`src/rtl/core/rdc_pkg.sv`:
```
`timescale 1ns / 1ps
// ----------------------------------------------------------------------------
// Radix digit converter package
// Shared widths, defaults, command and status bundles for the converter.
// ----------------------------------------------------------------------------
package rdc_pkg;

   localparam int DIGIT_DEPTH_DEF = 32;
   localparam int VALUE_BITS_DEF  = 31;

   localparam int RADIX_W   = 4;
   localparam int DIGIT_W   = 4;
   localparam int CHUNK_BITS = 8;

   localparam logic [RADIX_W-1:0] RADIX_RESET = 4'd10;
   localparam logic [RADIX_W-1:0] RADIX_MIN   = 4'd2;
   localparam logic [RADIX_W-1:0] RADIX_MAX   = 4'd10;

   // Commands from the controller to the datapath.
   typedef struct packed {
      logic load;
      logic divide;
      logic pop;
   } rdc_cmd_type;

   // Status from the datapath to the controller.
   typedef struct packed {
      logic chunk_last;
      logic quot_zero;
      logic stack_empty;
   } rdc_sts_type;

   function automatic logic [RADIX_W-1:0] sat_radix(input logic [RADIX_W-1:0] raw);
      logic [RADIX_W-1:0] res;
      res = raw;
      if (raw < RADIX_MIN) begin
         res = RADIX_MIN;
      end else if (raw > RADIX_MAX) begin
         res = RADIX_MAX;
      end
      return res;
   endfunction

endpackage

```
`src/rtl/core/rdc_if.sv`:
```
`timescale 1ns / 1ps
// ----------------------------------------------------------------------------
// Radix digit converter channels
// Valid/ready channels for input values, output digits and the radix register.
// ----------------------------------------------------------------------------
interface rdc_req_if #(
   parameter int VALUE_BITS = rdc_pkg::VALUE_BITS_DEF
);
   logic                  valid;
   logic                  ready;
   logic [VALUE_BITS-1:0] value;

   modport source (output valid, output value, input ready);
   modport sink   (input valid, input value, output ready);
endinterface

interface rdc_rsp_if;
   logic                         valid;
   logic                         ready;
   logic [rdc_pkg::DIGIT_W-1:0]  digit;
   logic                         last;
   logic                         zero_input;

   modport source (output valid, output digit, output last, output zero_input, input ready);
   modport sink   (input valid, input digit, input last, input zero_input, output ready);
endinterface

interface rdc_csr_if;
   logic                         valid;
   logic                         ready;
   logic [rdc_pkg::RADIX_W-1:0]  radix;

   modport source (output valid, output radix, input ready);
   modport sink   (input valid, input radix, output ready);
endinterface

```
`src/rtl/core/rdc_datapath.sv`:
```
`timescale 1ns / 1ps
// ----------------------------------------------------------------------------
// Radix digit converter datapath
// Chunked long division by the radix, digit stack memory and output register.
// ----------------------------------------------------------------------------
module rdc_datapath #(
   parameter int DIGIT_DEPTH = rdc_pkg::DIGIT_DEPTH_DEF,
   parameter int VALUE_BITS  = rdc_pkg::VALUE_BITS_DEF
) (
   input  logic                          clock,
   input  logic                          reset,
   input  logic [VALUE_BITS-1:0]         req_value,
   input  logic                          csr_write,
   input  logic [rdc_pkg::RADIX_W-1:0]   csr_radix,
   input  rdc_pkg::rdc_cmd_type          cmd,
   output rdc_pkg::rdc_sts_type          sts,
   output logic [rdc_pkg::DIGIT_W-1:0]   rsp_digit,
   output logic                          rsp_last,
   output logic                          rsp_zero_input
);
   import rdc_pkg::*;

   localparam int NCHUNK = (VALUE_BITS + CHUNK_BITS - 1) / CHUNK_BITS;
   localparam int WPAD   = NCHUNK * CHUNK_BITS;
   localparam int CW     = $clog2(NCHUNK + 1);
   localparam int AW     = $clog2(DIGIT_DEPTH);
   localparam int SW     = $clog2(DIGIT_DEPTH + 1);

   logic [RADIX_W-1:0]   radix_ff, radix_in;
   logic [WPAD-1:0]      work_ff, work_in;
   logic [DIGIT_W-1:0]   rem_ff, rem_in;
   logic [CW-1:0]        chunk_ff, chunk_in;
   logic [SW-1:0]        count_ff, count_in;
   logic                 zero_ff, zero_in;
   logic                 last_ff, last_in;
   logic [DIGIT_W-1:0]   rd_ff;
   logic [DIGIT_W-1:0]   stack_mem [DIGIT_DEPTH];

   logic [CHUNK_BITS-1:0] chunk_bits;
   logic [CHUNK_BITS-1:0] quot_bits;
   logic [DIGIT_W-1:0]    rem_next;
   logic [WPAD-1:0]       work_shift;
   logic [WPAD-1:0]       work_div;
   logic                  chunk_last;
   logic                  push_en;
   logic [AW-1:0]         push_addr;
   logic [AW-1:0]         pop_addr;

   // One chunk of restoring division: the partial remainder stays below the
   // radix, so every step works on five bits only.
   always_comb begin
      logic [DIGIT_W:0] part;
      chunk_bits = work_ff[WPAD-1 -: CHUNK_BITS];
      part       = {1'b0, rem_ff};
      quot_bits  = '0;
      for (int i = CHUNK_BITS - 1; i >= 0; i--) begin
         part = {part[DIGIT_W-1:0], chunk_bits[i]};
         if (part >= {1'b0, radix_ff}) begin
            part         = part - {1'b0, radix_ff};
            quot_bits[i] = 1'b1;
         end
      end
      rem_next = part[DIGIT_W-1:0];
   end

   assign work_shift = work_ff << CHUNK_BITS;
   assign work_div   = work_shift | WPAD'(quot_bits);
   assign chunk_last = (chunk_ff == CW'(NCHUNK - 1));
   assign push_en    = cmd.divide && chunk_last && (count_ff < SW'(DIGIT_DEPTH));
   assign push_addr  = count_ff[AW-1:0];
   assign pop_addr   = AW'(count_ff - SW'(1));

   always_comb begin
      radix_in = radix_ff;
      work_in  = work_ff;
      rem_in   = rem_ff;
      chunk_in = chunk_ff;
      count_in = count_ff;
      zero_in  = zero_ff;
      last_in  = last_ff;
      if (csr_write) begin
         radix_in = sat_radix(csr_radix);
      end
      if (cmd.load) begin
         work_in  = WPAD'(req_value);
         rem_in   = '0;
         chunk_in = '0;
         count_in = '0;
         zero_in  = (req_value == '0);
      end else if (cmd.divide) begin
         work_in = work_div;
         if (chunk_last) begin
            rem_in   = '0;
            chunk_in = '0;
            if (push_en) begin
               count_in = count_ff + SW'(1);
            end
         end else begin
            rem_in   = rem_next;
            chunk_in = chunk_ff + CW'(1);
         end
      end else if (cmd.pop) begin
         count_in = count_ff - SW'(1);
         last_in  = (count_ff == SW'(1));
      end
   end

   always_ff @(posedge clock) begin
      if (reset) begin
         radix_ff <= RADIX_RESET;
         chunk_ff <= '0;
         count_ff <= '0;
      end else begin
         radix_ff <= radix_in;
         chunk_ff <= chunk_in;
         count_ff <= count_in;
      end
      work_ff <= work_in;
      rem_ff  <= rem_in;
      zero_ff <= zero_in;
      last_ff <= last_in;
   end

   always_ff @(posedge clock) begin
      if (push_en) begin
         stack_mem[push_addr] <= rem_next;
      end
   end

   always_ff @(posedge clock) begin
      if (cmd.pop) begin
         rd_ff <= stack_mem[pop_addr];
      end
   end

   assign sts.chunk_last  = chunk_last;
   assign sts.quot_zero   = (work_div == '0);
   assign sts.stack_empty = (count_ff == '0);

   assign rsp_digit      = rd_ff;
   assign rsp_last       = last_ff;
   assign rsp_zero_input = zero_ff;

endmodule

```
`src/rtl/core/rdc_controller.sv`:
```
`timescale 1ns / 1ps
// ----------------------------------------------------------------------------
// Radix digit converter controller
// Sequences load, division, stack pops and the output handshake.
// ----------------------------------------------------------------------------
module rdc_controller (
   input  logic                  clock,
   input  logic                  reset,
   input  logic                  req_valid,
   output logic                  req_ready,
   output logic                  rsp_valid,
   input  logic                  rsp_ready,
   output rdc_pkg::rdc_cmd_type  cmd,
   input  rdc_pkg::rdc_sts_type  sts
);
   import rdc_pkg::*;

   typedef enum logic [3:0] {
      ST_IDLE = 4'b0001,
      ST_DIV  = 4'b0010,
      ST_POP  = 4'b0100,
      ST_SHOW = 4'b1000
   } state_type;

   state_type state_ff, state_in;

   always_comb begin
      state_in   = state_ff;
      req_ready  = 1'b0;
      rsp_valid  = 1'b0;
      cmd.load   = 1'b0;
      cmd.divide = 1'b0;
      cmd.pop    = 1'b0;
      case (state_ff)
         ST_IDLE: begin
            req_ready = 1'b1;
            if (req_valid) begin
               cmd.load = 1'b1;
               state_in = ST_DIV;
            end
         end
         ST_DIV: begin
            cmd.divide = 1'b1;
            // The value is fully converted once a digit leaves a zero quotient.
            if (sts.chunk_last && sts.quot_zero) begin
               state_in = ST_POP;
            end
         end
         ST_POP: begin
            cmd.pop  = 1'b1;
            state_in = ST_SHOW;
         end
         ST_SHOW: begin
            rsp_valid = 1'b1;
            if (rsp_ready) begin
               state_in = sts.stack_empty ? ST_IDLE : ST_POP;
            end
         end
         default: begin
            state_in = ST_IDLE;
         end
      endcase
   end

   always_ff @(posedge clock) begin
      if (reset) begin
         state_ff <= ST_IDLE;
      end else begin
         state_ff <= state_in;
      end
   end

endmodule

```
`src/rtl/core/radix_digit_converter.sv`:
```
`timescale 1ns / 1ps
// ----------------------------------------------------------------------------
// Radix digit converter
// Converts a non-negative integer to digits in base 2 to 10, most significant
// digit first.
// ----------------------------------------------------------------------------
//  Channel   Direction  Payload                       Handshake
//  req_bus   in         value                         valid/ready
//  rsp_bus   out        digit, last, zero_input       valid/ready
//  csr_bus   in         radix (saturated to 2..10)    valid/ready, always ready
//
//  Division works on the value in chunks of 8 bits, 8 quotient bits per
//  cycle, and a zero input still runs one digit.
//  Reset is synchronous and active high; the radix returns to 10.
//  A stalled result holds its digit; no new value is taken until the last
//  digit of the current one has been accepted.
// ----------------------------------------------------------------------------
module radix_digit_converter #(
   parameter int DIGIT_DEPTH = rdc_pkg::DIGIT_DEPTH_DEF,
   parameter int VALUE_BITS  = rdc_pkg::VALUE_BITS_DEF
) (
   input  logic       clock,
   input  logic       reset,
   rdc_req_if.sink    req_bus,
   rdc_rsp_if.source  rsp_bus,
   rdc_csr_if.sink    csr_bus
);
   import rdc_pkg::*;

   rdc_cmd_type cmd;
   rdc_sts_type sts;

   assign csr_bus.ready = 1'b1;

   rdc_controller u_ctrl (
      .clock     (clock),
      .reset     (reset),
      .req_valid (req_bus.valid),
      .req_ready (req_bus.ready),
      .rsp_valid (rsp_bus.valid),
      .rsp_ready (rsp_bus.ready),
      .cmd       (cmd),
      .sts       (sts)
   );

   rdc_datapath #(
      .DIGIT_DEPTH (DIGIT_DEPTH),
      .VALUE_BITS  (VALUE_BITS)
   ) u_dp (
      .clock          (clock),
      .reset          (reset),
      .req_value      (req_bus.value),
      .csr_write      (csr_bus.valid),
      .csr_radix      (csr_bus.radix),
      .cmd            (cmd),
      .sts            (sts),
      .rsp_digit      (rsp_bus.digit),
      .rsp_last       (rsp_bus.last),
      .rsp_zero_input (rsp_bus.zero_input)
   );

endmodule

```
`src/flat_wrapper.sv`:
```
// flat-port wrapper written by rule: the top's interface ports become plain ports
module radix_digit_converter_flat import rdc_pkg::*;
#(
   parameter int DIGIT_DEPTH = rdc_pkg::DIGIT_DEPTH_DEF,
   parameter int VALUE_BITS  = rdc_pkg::VALUE_BITS_DEF
)
  (clock, reset, req_bus_valid, req_bus_value, req_bus_ready, rsp_bus_valid, rsp_bus_digit, rsp_bus_last, rsp_bus_zero_input, rsp_bus_ready, csr_bus_valid, csr_bus_radix, csr_bus_ready);
  rdc_req_if #(.VALUE_BITS(VALUE_BITS)) req_bus_i ();
  rdc_rsp_if rsp_bus_i ();
  rdc_csr_if csr_bus_i ();
  input  logic clock;
  input  logic reset;
  input wire logic [$bits(req_bus_i.valid)-1:0] req_bus_valid;
  input wire logic [$bits(req_bus_i.value)-1:0] req_bus_value;
  output wire logic [$bits(req_bus_i.ready)-1:0] req_bus_ready;
  output wire logic [$bits(rsp_bus_i.valid)-1:0] rsp_bus_valid;
  output wire logic [$bits(rsp_bus_i.digit)-1:0] rsp_bus_digit;
  output wire logic [$bits(rsp_bus_i.last)-1:0] rsp_bus_last;
  output wire logic [$bits(rsp_bus_i.zero_input)-1:0] rsp_bus_zero_input;
  input wire logic [$bits(rsp_bus_i.ready)-1:0] rsp_bus_ready;
  input wire logic [$bits(csr_bus_i.valid)-1:0] csr_bus_valid;
  input wire logic [$bits(csr_bus_i.radix)-1:0] csr_bus_radix;
  output wire logic [$bits(csr_bus_i.ready)-1:0] csr_bus_ready;
  assign req_bus_i.valid = req_bus_valid;
  assign req_bus_i.value = req_bus_value;
  assign req_bus_ready = req_bus_i.ready;
  assign rsp_bus_valid = rsp_bus_i.valid;
  assign rsp_bus_digit = rsp_bus_i.digit;
  assign rsp_bus_last = rsp_bus_i.last;
  assign rsp_bus_zero_input = rsp_bus_i.zero_input;
  assign rsp_bus_i.ready = rsp_bus_ready;
  assign csr_bus_i.valid = csr_bus_valid;
  assign csr_bus_i.radix = csr_bus_radix;
  assign csr_bus_ready = csr_bus_i.ready;
  radix_digit_converter #(.DIGIT_DEPTH(DIGIT_DEPTH), .VALUE_BITS(VALUE_BITS)) u_core (.clock(clock), .reset(reset), .req_bus(req_bus_i), .rsp_bus(rsp_bus_i), .csr_bus(csr_bus_i));
endmodule
```
`config.mk`:
```
export PLATFORM = sky130hd
export DESIGN_NAME = radix_digit_converter_flat
export DESIGN_NICKNAME = d
export VERILOG_FILES = /design/src/rtl/core/rdc_pkg.sv /design/src/rtl/core/rdc_if.sv /design/src/rtl/core/rdc_datapath.sv /design/src/rtl/core/rdc_controller.sv /design/src/rtl/core/radix_digit_converter.sv /design/src/flat_wrapper.sv
export SDC_FILE = /design/constraint.sdc
export NUM_CORES = 1
export LEC_CHECK = 0
export BUFFER_PORTS_ARGS = -buffer_cell sky130_fd_sc_hd__buf_4
export CAP_MARGIN = 15
export CORE_ASPECT_RATIO = 0.75
export CORE_MARGIN = 3
export CORE_UTILIZATION = 55
export DETAILED_ROUTE_END_ITERATION = 8
export PLACE_DENSITY_LB_ADDON = 0.3
export SETUP_SLACK_MARGIN = 0.2
export SYNTH_ARGS = -nofsm -noshare
export SYNTH_HDL_FRONTEND = slang
export SYNTH_HIERARCHICAL = 1
export SYNTH_SLANG_ARGS = --single-unit
```
`constraint.sdc`:
```
create_clock -name clock -period 17.15 [get_ports clock]
set_clock_uncertainty 0.2 [all_clocks]
set_input_delay 0.8575 -clock clock [delete_from_list [all_inputs] [get_ports clock]]
set_output_delay 0.8575 -clock clock [all_outputs]
set_load 0.01 [all_outputs]
```
==> results by group <==
Clocking
  • CTS tree: done
  • Cts hold-fix bufs: 0
  • Root Driver: clkbuf_16
  • Post-CTS sizing: 0
  • Later-pin clock latency in the skew report: 0.44 ns
  • Clock-pin transition on the worst setup and hold timing paths: 0.07 ns
  • Clock sink total: 187
  • CTS Buf Count: 17
  • CTS max path bufs: 2
  • Post-CTS Setup Inserts: 0
  • H-tree depth: 4

Detailed routing
  • DR vias/cell: 6.13
  • Vias: 6008
  • Post-route ant nets: 0
  • Drt drc: 0
  • DRT Wirelength: 21.2 mm
  • 1st-pass router iterations: 5
  • Initial detailed-routing violation count: 469
  • DR WL/cell: 21.6 um

Worst setup path
  • Top cell by count, worst path: a21oi_1
  • Worst r2r path cells: 60
  • Worst Setup End Kind: register
  • CP endpoint: u_core/u_ctrl/state_ff[2]
  • Critical Path Stages: 60
  • Crit path launch: u_core/u_dp/radix_ff[1]
  • CP Class: register to register
  • Critical-path top delay cell: dfxtp_1
  • WP data required: 17.27 ns
  • R2R setup slack: 2.26 ns
  • Worst r2r src: u_core/u_dp/radix_ff[1]
  • Worst Path Buf+Inv: 4
  • Delay of the slowest cell on the worst path: 0.69 ns
  • Reg-to-reg critical path endpoint: u_core/u_ctrl/state_ff[2]
  • Cell family with most CP delay: compound AO/OA/AOI/OAI gates
  • Worst path arrival time: 15.01 ns
  • Startpoint types: register
  • Worst Path Max Fanout: 13

Floorplanning
  • # rows: 41
  • Die Span Y: 121 um
  • Starting Density: 0.569
  • Chip Width: 159 um
  • IO Count: 49
  • Total Die Area: 19300 um^2
  • Core area: 17000 um^2

Placed design
  • PortBufs: 47
  • DP Wirelength: 14.9 mm
  • Final Wtd Congestion: 0.909

Run
  • Max Cap Viol: 0

Layout
  • Share of layout cells above drive strength 1: 0.257
  • Nets: 818
  • Antenna Cells: 0
  • Area grow syn2layout: 11.9%
  • Fillers: 1278

Hold path
  • Hold Crit Class: register to register

Status
  • Outcome: finished clean

Global route
  • Number of global-route vias before repair: 5984
  • Grt total ovfl: 0
  • Antenna violations before repair: 1
  • First-pass GRT wire length: 33.1 mm
  • Pin count of the biggest net entering global routing: 40
  • Total track usage: 0.226

Synthesis
  • Number of synthesized flops with an enable pin: 165
  • Yosys top cell area share: 0.511
  • Most frequent cell after synthesis: edfxtp_1
  • Seq cells post-synth: 187
  • Post-synthesis sequential area ratio: 0.556
  • Most area-hungry cell type in the Yosys netlist: edfxtp_1
  • Synth Warn #: 6
  • Post-Syn Instances: 683
  • Syn avg cell area: 14.2 um^2
  • Top FF cell, synth: edfxtp_1
  • Cell area after synthesis: 9700 um^2
  • Synth cell types: 73
  • Synth top area cells: edfxtp_1 51%, mux4_2 9.3%, ha_1 5.0%
  • Top post-synthesis cells by count: 165 x edfxtp_1, 58 x nor2_1, 40 x mux4_2
  • Syn_nets: 770
  • Asr flop ratio synth: 0

STA
  • Slew headroom: 0.473
  • Worst-Margin Slew: 0.786 ns
  • Final slew viol count: 0
  • Fmax achieved: 67.1 MHz
  • Setup Viol. Count Final: 0
  • Final min period: 14.89 ns
  • Tcrit/Tclk final: 0.868
  • Final hold vios: 0
  • Fin Setup TNS: 0 ns
  • RSZ-0062 raised after global routing: no
[per-layer routing]
metal | up-vias | track usage | share of wire | wire length, um
met5 | - | 0 | 0 | 0
met4 | 0 | 0.0596 | 0.014 | 291
met3 | 25 | 0.0590 | 0.071 | 1510
met2 | 203 | 0.333 | 0.44 | 9380
met1 | 3058 | 0.336 | 0.47 | 10000
li1 | 2722 | - | - | -
[metrics by stage]
step                      utilization  std cells  hold WS (ns)  area, um^2  setup WS (ns)
after floorplan                     -        683         0.205        9700           3.62
after global placement          0.604        947         0.212       10300           3.32
after detailed placement        0.604        947         0.232       10300           2.51
after CTS                       0.637        979         0.247       10800           2.46
after global routing            0.637        980         0.280       10800           1.06
final                           0.637        980         0.242       10800           2.26
[how the worst min path moves through the flow]
stage	from	end	slack (ns)	depth (start not counted)
3_3_place_gp	u_core/u_dp/chunk_ff[2]	u_core/u_dp/chunk_ff[2]	0.21	2
3_5_place_dp	u_core/u_dp/chunk_ff[2]	u_core/u_dp/chunk_ff[2]	0.23	2
2_1_floorplan	u_core/u_dp/chunk_ff[2]	u_core/u_dp/chunk_ff[2]	0.20	2
5_1_grt	u_core/u_dp/chunk_ff[2]	u_core/u_dp/chunk_ff[2]	0.28	2
6_report	u_core/u_dp/chunk_ff[2]	u_core/u_dp/chunk_ff[2]	0.24	2
4_1_cts	u_core/u_dp/chunk_ff[2]	u_core/u_dp/chunk_ff[2]	0.25	2
[registers in the layout, summed over array words and instances (netlist names)]
name	cells
u_core/u_ctrl/state_ff	4
u_core/u_dp/work_ff	32
u_core/u_dp/radix_ff	4
u_core/u_dp/rem_ff	4
u_core/u_dp/chunk_ff	3
u_core/u_dp/count_ff	6
u_core/u_dp/rsp_zero_input	1
u_core/u_dp/stack_mem	128
u_core/u_dp/rsp_digit	4
u_core/u_dp/rsp_last	1
[final cells by class]
cell class / instances / area (um^2) / area share
clock inverter: 15 / 135 / 0.0125
inverter: 38 / 143 / 0.0131
clock buffer: 17 / 425 / 0.0392
sequential: 187 / 5400 / 0.497
tap: 236 / 295 / 0.0272
multi-input combinational: 432 / 4040 / 0.373
timing repair buffer: 55 / 413 / 0.0381
[cells in the final DEF, fill, tap and decap left out, types with 3 or more instances in the layout]
cell type and instances:
a21o_1 12, mux2_4 4, o21a_1 5, nand3_1 9, dfxtp_1 21, a21oi_1 33, o21ai_0 15, nand4_1 5
nor3_1 5, edfxtp_1 165, or3_1 5, mux2_2 36, buf_4 55, nor4b_2 4, nor4_1 16, nor3b_1 3
nor2_1 58, xor2_1 11, nand2_1 23, ha_1 39, inv_8 3, a22o_1 4, clkbuf_16 17, clkinv_1 3
nand3b_1 6, clkinv_4 6, mux4_2 40, nand2b_1 12, nor2b_1 4, o211ai_1 3, xnor2_1 12, fa_1 8
mux2i_1 12, inv_1 36
[worst register-to-register path, delay by kind of cell, from the launching register on]
kind | cells | cell delay (ns)
AOI/OAI and AO/OA | 29 | 6.92
adders and majority gates | 8 | 2.44
muxes | 6 | 2.02
and+or+nand+nor | 13 | 1.82
buffers and inverters | 4 | 0.73
DFF | 1 | 0.69
[logic make-up (layout without fill, tap and decap cells)]
kind of cell               after synthesis  count (layout)  synth area share
AOI/OAI and AO/OA                       98              98            0.0773
xor gates and xnor gates                23              23            0.0208
adders and majority gates               47              47            0.0668
buffers and inverters                   64             125            0.0273
DFF                                    187             187             0.556
muxes                                   95              95             0.157
other                                    1               1          0.000387
and+or+nand+nor                        168             168            0.0944
Power is left out: the tool's default activity adds up to more than one toggle a clock period on the data nets, which glitch-free logic cannot reach.
